==> config.mk <==
export PLATFORM = sky130hd
export DESIGN_NAME = rs_255_239_shortened_encoder_top
export DESIGN_NICKNAME = d
export VERILOG_FILES = /design/src/hw/rtl/rs_enc_pkg.sv /design/src/hw/rtl/rs_255_239_shortened_encoder_top.sv /design/src/hw/rtl/rs_enc_cell.sv /design/src/hw/rtl/rs_enc_ctrl.sv
export SDC_FILE = /design/constraint.sdc
export NUM_CORES = 1
export LEC_CHECK = 0
export BUFFER_PORTS_ARGS = -buffer_cell sky130_fd_sc_hd__buf_2
export CAP_MARGIN = 20
export CORE_UTILIZATION = 30
export CTS_CLUSTER_DIAMETER = 40
export DETAILED_ROUTE_END_ITERATION = 12
export SYNTH_ARGS = -nofsm -noshare
export SYNTH_HDL_FRONTEND = slang
export SYNTH_SLANG_ARGS = --single-unit
==> constraint.sdc <==
create_clock -name clock -period 4.4 [get_ports clock]
set_input_delay 0.22 -clock clock [delete_from_list [all_inputs] [get_ports clock]]
set_output_delay 0.22 -clock clock [all_outputs]
set_load 0.02 [all_outputs]
==> src/hw/rtl/rs_enc_pkg.sv <==
package rs_enc_pkg;

   localparam int NUM_ROOTS    = 16;
   localparam int MAX_DATA_LEN = 239;
   localparam int SYM_W        = 8;
   localparam int IDX_W        = 4;
   localparam int CNT_W        = $clog2(NUM_ROOTS + 1);
   localparam int BYTE_CNT_W   = 8;

   localparam logic [SYM_W:0] GF_POLY = 9'h187;

   typedef logic [SYM_W-1:0] sym_type;
   typedef sym_type [NUM_ROOTS:0] coef_arr_type;

   // per-cycle commands shared by every cell of the chain
   typedef struct packed {
      logic step;   // input byte transfer
      logic last;   // that byte closes the codeword
      logic shift;  // result transfer, unload chain moves one place
   } cell_ctrl_type;

   function automatic sym_type gf_mul(sym_type a, sym_type b);
      logic [SYM_W:0] x;
      sym_type acc;
      acc = '0;
      x   = {1'b0, a};
      for (int i = 0; i < SYM_W; i++) begin
         if (b[i]) acc ^= x[SYM_W-1:0];
         x = {x[SYM_W-1:0], 1'b0};
         if (x[SYM_W]) x ^= GF_POLY;
      end
      return acc;
   endfunction

   // generator = prod (x + alpha^r), r = 0 .. NUM_ROOTS-1; entry i multiplies x^i
   function automatic coef_arr_type gen_build();
      coef_arr_type g;
      sym_type root;
      g    = '0;
      g[0] = sym_type'(1);
      root = sym_type'(1);
      for (int j = 0; j < NUM_ROOTS; j++) begin
         g[j+1] = sym_type'(1);
         for (int k = j; k > 0; k--) begin
            g[k] = g[k-1] ^ gf_mul(g[k], root);
         end
         g[0] = gf_mul(g[0], root);
         root = gf_mul(root, sym_type'(2));
      end
      return g;
   endfunction

   localparam coef_arr_type GEN_COEF = gen_build();

endpackage

==> src/hw/rtl/rs_255_239_shortened_encoder_top.sv <==
// Parity symbol 0 is offered the cycle after the last data byte transfer,
// the rest follow one per cycle as the sink takes them (16 parity symbols per codeword).
// Throughput: one data byte per cycle; a last byte waits only while the previous
// codeword's parity is still unloading (the final parity transfer frees it).
// Reset: synchronous, active high; clears the LFSR, byte counter and unload state.
module rs_255_239_shortened_encoder_top (
   input  logic        clock,
   input  logic        reset,
   input  logic        req_tvalid,
   output logic        req_tready,
   input  logic [7:0]  req_tdata,   // [7:0] data_byte
   input  logic        req_tlast,   // last_byte
   output logic        rsp_tvalid,
   input  logic        rsp_tready,
   output logic [15:0] rsp_tdata,   // [7:0] parity_byte, [11:8] parity_index, [15:12] zero
   output logic        rsp_tlast,   // last_parity
   output logic        rsp_tuser    // too_long
);
   import rs_enc_pkg::*;

   cell_ctrl_type                ctrl;
   sym_type [NUM_ROOTS-1:0]      lfsr_q;
   sym_type [NUM_ROOTS-1:0]      unld_q;
   sym_type [NUM_ROOTS:0]        lfsr_link;
   sym_type [NUM_ROOTS:0]        unld_link;
   sym_type                      feedback;
   logic [IDX_W-1:0]             rsp_index;

   rs_enc_ctrl u_ctrl (
      .clock        (clock),
      .reset        (reset),
      .req_tvalid   (req_tvalid),
      .req_tlast    (req_tlast),
      .req_tready   (req_tready),
      .rsp_tvalid   (rsp_tvalid),
      .rsp_tready   (rsp_tready),
      .rsp_index    (rsp_index),
      .rsp_last     (rsp_tlast),
      .rsp_too_long (rsp_tuser),
      .ctrl         (ctrl)
   );

   assign feedback = req_tdata ^ lfsr_q[0];

   assign lfsr_link[NUM_ROOTS] = '0;
   assign unld_link[NUM_ROOTS] = '0;

   for (genvar j = 0; j < NUM_ROOTS; j++) begin : g_cell
      assign lfsr_link[j] = lfsr_q[j];
      assign unld_link[j] = unld_q[j];

      rs_enc_cell u_cell (
         .clock          (clock),
         .ctrl           (ctrl),
         .coef           (GEN_COEF[NUM_ROOTS-1-j]),
         .feedback       (feedback),
         .lfsr_next_cell (lfsr_link[j+1]),
         .unld_next_cell (unld_link[j+1]),
         .reset          (reset),
         .lfsr_out       (lfsr_q[j]),
         .unld_out       (unld_q[j])
      );
   end

   assign rsp_tdata = {4'b0000, rsp_index, unld_link[0]};

endmodule

==> src/hw/rtl/rs_enc_cell.sv <==
module rs_enc_cell (
   input  logic                   clock,
   input  rs_enc_pkg::cell_ctrl_type ctrl,
   input  rs_enc_pkg::sym_type    coef,
   input  rs_enc_pkg::sym_type    feedback,
   input  rs_enc_pkg::sym_type    lfsr_next_cell,
   input  rs_enc_pkg::sym_type    unld_next_cell,
   input  logic                   reset,
   output rs_enc_pkg::sym_type    lfsr_out,
   output rs_enc_pkg::sym_type    unld_out
);
   import rs_enc_pkg::*;

   sym_type lfsr_ff, lfsr_in;
   sym_type unld_ff, unld_in;
   sym_type upd;

   assign upd = lfsr_next_cell ^ gf_mul(feedback, coef);

   always_comb begin
      lfsr_in = lfsr_ff;
      if (ctrl.step) begin
         lfsr_in = ctrl.last ? '0 : upd;
      end
   end

   // snapshot of the finished parity wins over a shift in the same cycle
   always_comb begin
      unld_in = unld_ff;
      if (ctrl.step && ctrl.last) begin
         unld_in = upd;
      end else if (ctrl.shift) begin
         unld_in = unld_next_cell;
      end
   end

   always_ff @(posedge clock) begin
      if (reset) begin
         lfsr_ff <= '0;
      end else begin
         lfsr_ff <= lfsr_in;
      end
   end

   always_ff @(posedge clock) begin
      unld_ff <= unld_in;
   end

   assign lfsr_out = lfsr_ff;
   assign unld_out = unld_ff;

endmodule

==> src/hw/rtl/rs_enc_ctrl.sv <==
module rs_enc_ctrl (
   input  logic                      clock,
   input  logic                      reset,
   input  logic                      req_tvalid,
   input  logic                      req_tlast,
   output logic                      req_tready,
   output logic                      rsp_tvalid,
   input  logic                      rsp_tready,
   output logic [rs_enc_pkg::IDX_W-1:0] rsp_index,
   output logic                      rsp_last,
   output logic                      rsp_too_long,
   output rs_enc_pkg::cell_ctrl_type ctrl
);
   import rs_enc_pkg::*;

   logic [BYTE_CNT_W-1:0] byte_cnt_ff, byte_cnt_in;
   logic                  ovf_ff, ovf_in;
   logic [CNT_W-1:0]      unld_cnt_ff, unld_cnt_in;
   logic                  too_long_ff, too_long_in;
   logic                  in_xfer, out_xfer, unld_free, ovf_now;

   assign out_xfer  = rsp_tvalid && rsp_tready;
   assign unld_free = (unld_cnt_ff == '0) || ((unld_cnt_ff == CNT_W'(1)) && out_xfer);
   assign req_tready = !req_tlast || unld_free;
   assign in_xfer   = req_tvalid && req_tready;

   assign ovf_now = ovf_ff || (byte_cnt_ff >= BYTE_CNT_W'(MAX_DATA_LEN));

   always_comb begin
      byte_cnt_in = byte_cnt_ff;
      ovf_in      = ovf_ff;
      if (in_xfer) begin
         if (req_tlast) begin
            byte_cnt_in = '0;
            ovf_in      = 1'b0;
         end else if (byte_cnt_ff >= BYTE_CNT_W'(MAX_DATA_LEN)) begin
            ovf_in = 1'b1;
         end else begin
            byte_cnt_in = byte_cnt_ff + BYTE_CNT_W'(1);
         end
      end
   end

   always_comb begin
      unld_cnt_in = unld_cnt_ff;
      too_long_in = too_long_ff;
      if (in_xfer && req_tlast) begin
         unld_cnt_in = CNT_W'(NUM_ROOTS);
         too_long_in = ovf_now;
      end else if (out_xfer) begin
         unld_cnt_in = unld_cnt_ff - CNT_W'(1);
      end
   end

   always_ff @(posedge clock) begin
      if (reset) begin
         byte_cnt_ff <= '0;
         ovf_ff      <= 1'b0;
         unld_cnt_ff <= '0;
         too_long_ff <= 1'b0;
      end else begin
         byte_cnt_ff <= byte_cnt_in;
         ovf_ff      <= ovf_in;
         unld_cnt_ff <= unld_cnt_in;
         too_long_ff <= too_long_in;
      end
   end

   assign ctrl.step  = in_xfer;
   assign ctrl.last  = req_tlast;
   assign ctrl.shift = out_xfer;

   assign rsp_tvalid   = (unld_cnt_ff != '0);
   assign rsp_index    = IDX_W'(CNT_W'(NUM_ROOTS) - unld_cnt_ff);
   assign rsp_last     = (unld_cnt_ff == CNT_W'(1));
   assign rsp_too_long = too_long_ff;

endmodule

==> results of run 1 <==
## registers in the layout (all words and copies together) (netlist names)
register,flops
g_cell.u_cell.lfsr_out,128
g_cell.u_cell.unld_out,128
u_ctrl.byte_cnt_ff,8
u_ctrl.ovf_ff,1
u_ctrl.rsp_too_long,1
u_ctrl.unld_cnt_ff,5
## layout by cell type (no fill, tap or decap), drive strengths merged, types with 4 or more instances in the layout
cell type | netlist | layout
nand3 | 7 | 7
inv | 4 | 8
a22o | 22 | 22
xnor2 | 140 | 140
clkbuf | 66 | 49
a2bb2oi | 22 | 22
bufinv | 0 | 8
xor3 | 8 | 8
a21oi | 17 | 17
ha | 4 | 4
o21ai | 52 | 52
clkinvlp | 0 | 5
nor2 | 113 | 113
conb | 1 | 4
nand2 | 255 | 255
xnor3 | 69 | 69
clkinv | 0 | 12
xor2 | 40 | 40
a22oi | 66 | 66
edfxtp | 128 | 128
buf | 20 | 57
mux2 | 18 | 18
dfxtp | 143 | 143
## kinds of logic after synthesis
| logic type | Yosys count |
|---|---|
| and+or+nand+nor | 399 |
| DFF | 271 |
| xor gates and xnor gates | 257 |
| AOI/OAI and AO/OA | 192 |
| buffers and inverters | 90 |
| muxes | 18 |
| adders and majority gates | 4 |
| other | 1 |
## final cells by class
type                            instances  share of cell area
Timing Repair Buffer                   57             0.02306
Inverter                                4           0.0009285
Multi-Input combinational cell        874              0.4215
Sequential cell                       271              0.4147
Clock inverter                         29             0.02484
Tap cell                              600             0.04643
Clock buffer                           49             0.06848
## through the flow
stage	setup slack, ns	instance area (um2)	utilization	cells	hold slack [ns]
finish	1.274	16170	0.3563	1884	0.1196
global route	1.111	16170	0.3563	1884	0.1706
CTS	1.259	16170	0.3563	1884	0.1053
detailed placement	1.266	14660	0.3231	1806	0.4546
global placement	1.339	14660	0.3231	1806	0.4450
floorplan	0.8005	13810	-	1235	0.4235
## routing by layer
layer / GRT usage / vias to the layer above / routed length (um)
li1: - / 4289 / -
met1: 0.2158 / 4555 / 16200
met2: 0.2533 / 327 / 17080
met3: 0.03004 / 66 / 2628
met4: 0.05751 / 0 / 1059
met5: 0 / - / 0
## critical path, cell delays in order (launching register included)
cell	delay, ns
dfxtp_1	0.36
nor3_1	0.48
and4b_4	0.69
or2_4	0.69
buf_4	0.50
## worst max-delay path by stage
stage                                startpoint                            to  slack [ns]  cells after the start
after floorplan           u_ctrl.unld_cnt_ff[3]  g_cell[0].u_cell.unld_out[0]        0.80                      6
after global placement    u_ctrl.unld_cnt_ff[0]  g_cell[5].u_cell.unld_out[1]        1.34                      6
after detailed placement  u_ctrl.unld_cnt_ff[0]  g_cell[1].u_cell.unld_out[1]        1.27                      6
after CTS                 u_ctrl.unld_cnt_ff[0]  g_cell[2].u_cell.unld_out[1]        1.26                      6
after global routing      u_ctrl.unld_cnt_ff[0]  g_cell[2].u_cell.unld_out[1]        1.11                      6
final                     u_ctrl.unld_cnt_ff[3]  g_cell[3].u_cell.unld_out[0]        1.27                      4
==> flow_metrics.tcl, run 1 <==
set metrics [dict create \
    grt_usage 0.1594 \
    rows 78 \
    grt_pass1_wl_um 57190 \
    synth_mux_area_frac 0.01469 \
    crit_type "flip-flop to flip-flop" \
    syn_area_per_cell_um2 11.20 \
    final.period_utilization 0.7104 \
    path_clk_slew_ns 0.05 \
    layout-drive-gt1-share 0.1441 \
    hold_viol 0 \
    tns_ns 0 \
    reg2reg_to "g_cell[3].u_cell.unld_out[0]" \
    fmax_mhz 319.9 \
    postSynthCellCount 1232 \
    io_pins 33 \
    grt_pass1_vias 9326 \
    root_buffer "clkbuf_16" \
    seq_area_frac_synth 0.4860 \
    synthArstFlopShare 0 \
    nFillCells 4440 \
    area_delta_synth_final_pct 17.19 \
    initial_core_util 0.3041 \
    die_x_um 216.5 \
    min_from "rsp_tready" \
    synth_edf_count 128 \
    yosys_warnings 0 \
    synthTopCellsByArea "edfxtp_1 (28%), dfxtp_1 (21%), xnor3_1 (11%)" \
    setup_viol 0 \
    cp-start-kind "flip-flop" \
    drt_wl_total_um 36970 \
    cts_tree "yes" \
    clockBufferDepth 3 \
    rsz0062_at_grt "false" \
    antenna_found_initial 0 \
    post_cts_buffers 0 \
    vias 9237 \
    yosys-top-cells-count "nand2_1 (255), dfxtp_1 (143), edfxtp_1 (128)" \
    grt_max_degree 80 \
    synthAdderAreaFrac 0.003627 \
    insertion_delay_ns 0.54 \
    finalNetCount 1267 \
    min_to "u_ctrl.unld_cnt_ff[4]" \
    cts_sinks 271 \
    synth_most_common_cell "nand2_1" \
    synth_largest_area_cell "edfxtp_1" \
    multi_input_area_um2 6817 \
    drt_first_pass_iters 5 \
    cts_resized 0 \
    relSlewSlack 0.2396 \
    routabilityCongestion 0.8244 \
    required_ns 4.58 \
    min_path_cells 4 \
    arrival_ns 3.31 \
    coreArea_um2 45380 \
    rrSetupSlack_ns 1.27 \
    hp-class "input port to flip-flop" \
    r2r_cells 4 \
    htreeDepth 2 \
    wl_per_cell_um 19.62 \
    via_per_inst 4.903 \
    drtIter0Drc 811 \
    syn_area_um2 13800 \
    die_y_um 216.5 \
    final_max_slew_viol_count 0 \
    synth_ff_type "dfxtp_1" \
    synthSimpleGateAreaFrac 0.1143 \
    diodes 0 \
    drcViolationCount 0 \
    synth_top_family_by_area "XOR/XNOR gates" \
    crit_fanout 47 \
    cts_made_buffers 42 \
    max_cap_viol_count 0 \
    cp-end-kind "flip-flop" \
    postCtsHoldBufs 0 \
    synth_top_area_frac 0.2786 \
    port_buffers 28 \
    regArea_um2 6706 \
    min_period_ns 3.126 \
    synth_seq_cells 271 \
    status "complete, no violations" \
    die_area_um2 46850 \
    synth.distinct_cells 49 \
    ant_nets 0 \
    synth_xor_area_frac 0.2569 \
    dp_hpwl_um 23210 \
    worst_pin_slew_ns 1.132 \
    synth_compound_area_frac 0.09730 \
    r2r_start "u_ctrl.unld_cnt_ff[3]" \
    fin_worst_skew_ns 0.01369 \
    gr-total-overflow 0 \
]
Power of run 1 is not shown: default switching activity piles up to over one toggle a cycle in this logic, so the estimate is an artifact.
==> run 2: changes to the inputs <==
==> constraint.sdc (replaced) <==
create_clock -name clock -period 2.77 [get_ports clock]
set_input_delay 0.1385 -clock clock [delete_from_list [all_inputs] [get_ports clock]]
set_output_delay 0.1385 -clock clock [all_outputs]
set_load 0.02 [all_outputs]
==> run 2 against run 1 <==
Against the previous run:
- clock-buffer cell count grew 4
- global-route usage shrank 0.42 points
- non-clock buffer count grew 34
- via count grew 0.27%
- critical path type unchanged
- largest cell class unchanged
==> flow_metrics.tcl, run 2 (synthesis gave the netlist of run 1 again) <==
set metrics [dict create \
    status "complete, no violations" \
    root_buffer "clkbuf_16" \
    final_cells 1920 \
    final.period_utilization 0.9490 \
    die_x_um 216.5 \
    fmax_mhz 380.4 \
    min_from "rsp_tready" \
    r2r_start "g_cell[0].u_cell.lfsr_out[5]" \
    dp_hpwl_um 23500 \
    crit_fanout 12 \
    coreArea_um2 45380 \
    cp_num_buf_inv 2 \
    routabilityCongestion 0.8336 \
    min_to "u_ctrl.unld_cnt_ff[4]" \
    drtIter0Drc 605 \
    r2r_cells 7 \
    die_area_um2 46850 \
    die_y_um 216.5 \
    multi_input_area_um2 6818 \
    rrSetupSlack_ns 0.14 \
    diodes 0 \
    rows 78 \
    grt_pass1_wl_um 55830 \
    final_max_slew_viol_count 0 \
    place_inst 1840 \
    cts_sinks 271 \
    antenna_found_initial 0 \
    max_cap_viol_count 0 \
    via_per_inst 4.824 \
    drt_first_pass_iters 5 \
    path_clk_slew_ns 0.05 \
    min_period_ns 2.629 \
    nFillCells 4402 \
    setup_viol 0 \
    grt_usage 0.1553 \
    final_common_cell "nand2_1" \
    layout-drive-gt1-share 0.1682 \
    drt_wl_total_um 36630 \
    post_cts_buffers 0 \
    min_path_cells 4 \
    drcViolationCount 0 \
    clockBufferDepth 3 \
    crit_family "XOR/XNOR gates" \
    rsz0062_at_grt "false" \
    area_delta_synth_final_pct 19.98 \
    cp-start-kind "flip-flop" \
    cp_num_cells 7 \
    htreeDepth 2 \
    cp-end-kind "flip-flop" \
    arrival_ns 3.02 \
    cts_made_buffers 43 \
    gr-total-overflow 0 \
    insertion_delay_ns 0.54 \
    fin_worst_skew_ns 0.01571 \
    cp_slowest_cell "xnor2_2" \
    required_ns 3.16 \
    port_buffers 28 \
    grt_max_degree 69 \
    regArea_um2 6706 \
    grt_pass1_vias 8984 \
    hp-class "input port to flip-flop" \
    reg2reg_to "g_cell[0].u_cell.lfsr_out[3]" \
    vias 9262 \
    cts_resized 0 \
    crit_type "flip-flop to flip-flop" \
    ant_nets 0 \
    postCtsHoldBufs 0 \
    cts_tree "yes" \
    tns_ns 0 \
    finalNetCount 1302 \
    crit_chain "xnor2_2, buf_4, xnor2_2, buf_4, xor3_1, a22oi_1, nor2_1" \
    crit_path_max_incr_delay_ns 0.77 \
    relSlewSlack 0.3497 \
    initial_core_util 0.3041 \
    final_cell_mix "nand2_1 (254), dfxtp_1 (143), edfxtp_1 (128)" \
    io_pins 33 \
    hold_viol 0 \
    wl_per_cell_um 19.08 \
    worst_pin_slew_ns 0.9744 \
]
-- run 2: layer usage --
layer / vias up / GRT usage / wire, um
met1: 4578 / 0.2122 / 16420
met2: 289 / 0.2521 / 17160
met4: 0 / 0.04155 / 676
met3: 46 / 0.02737 / 2375
met5: - / 0 / 0
li1: 4349 / - / -
-- run 2: layout make-up --
cell class                 count  area share
multi-input combinational    874      0.4118
sequential                   271      0.4051
clock buffer                  53     0.07354
tap                          600     0.04535
timing repair buffer          91     0.04399
clock inverter                27     0.01927
inverter                       4   0.0009070
-- run 2: worst max path at each step --
stage / from / to / slack [ns]
3_3_place_gp: g_cell[0].u_cell.lfsr_out[5] / g_cell[0].u_cell.unld_out[3] / 0.14
4_1_cts: g_cell[0].u_cell.lfsr_out[5] / g_cell[0].u_cell.lfsr_out[3] / 0.13
3_5_place_dp: g_cell[0].u_cell.lfsr_out[5] / g_cell[0].u_cell.lfsr_out[3] / 0.15
5_1_grt: g_cell[0].u_cell.lfsr_out[5] / g_cell[0].u_cell.unld_out[3] / 0.04
2_1_floorplan: u_ctrl.unld_cnt_ff[0] / g_cell[0].u_cell.unld_out[0] / 0.03
6_report: g_cell[0].u_cell.lfsr_out[5] / g_cell[0].u_cell.lfsr_out[3] / 0.14
-- run 2: worst reg2reg max path, cell delays in order, from the launching register on --
cell	delay (ns)
dfxtp_1	0.34
xnor2_2	0.18
buf_4	0.23
xnor2_2	0.78
buf_4	0.29
xor3_1	0.40
a22oi_1	0.20
nor2_1	0.05
-- run 2: per-stage QoR --
stage	utilization	hold WS, ns	worst slack, ns	instance area (um2)
after detailed placement	0.3309	0.4546	0.1455	15020
after floorplan	-	0.3420	0.02783	13820
after CTS	0.3648	0.03619	0.1317	16550
after global routing	0.3648	0.1185	0.03998	16550
final	0.3648	0.05505	0.1414	16550
after global placement	0.3309	0.4391	0.1383	15020
Power of run 2 is left out for the same reason.
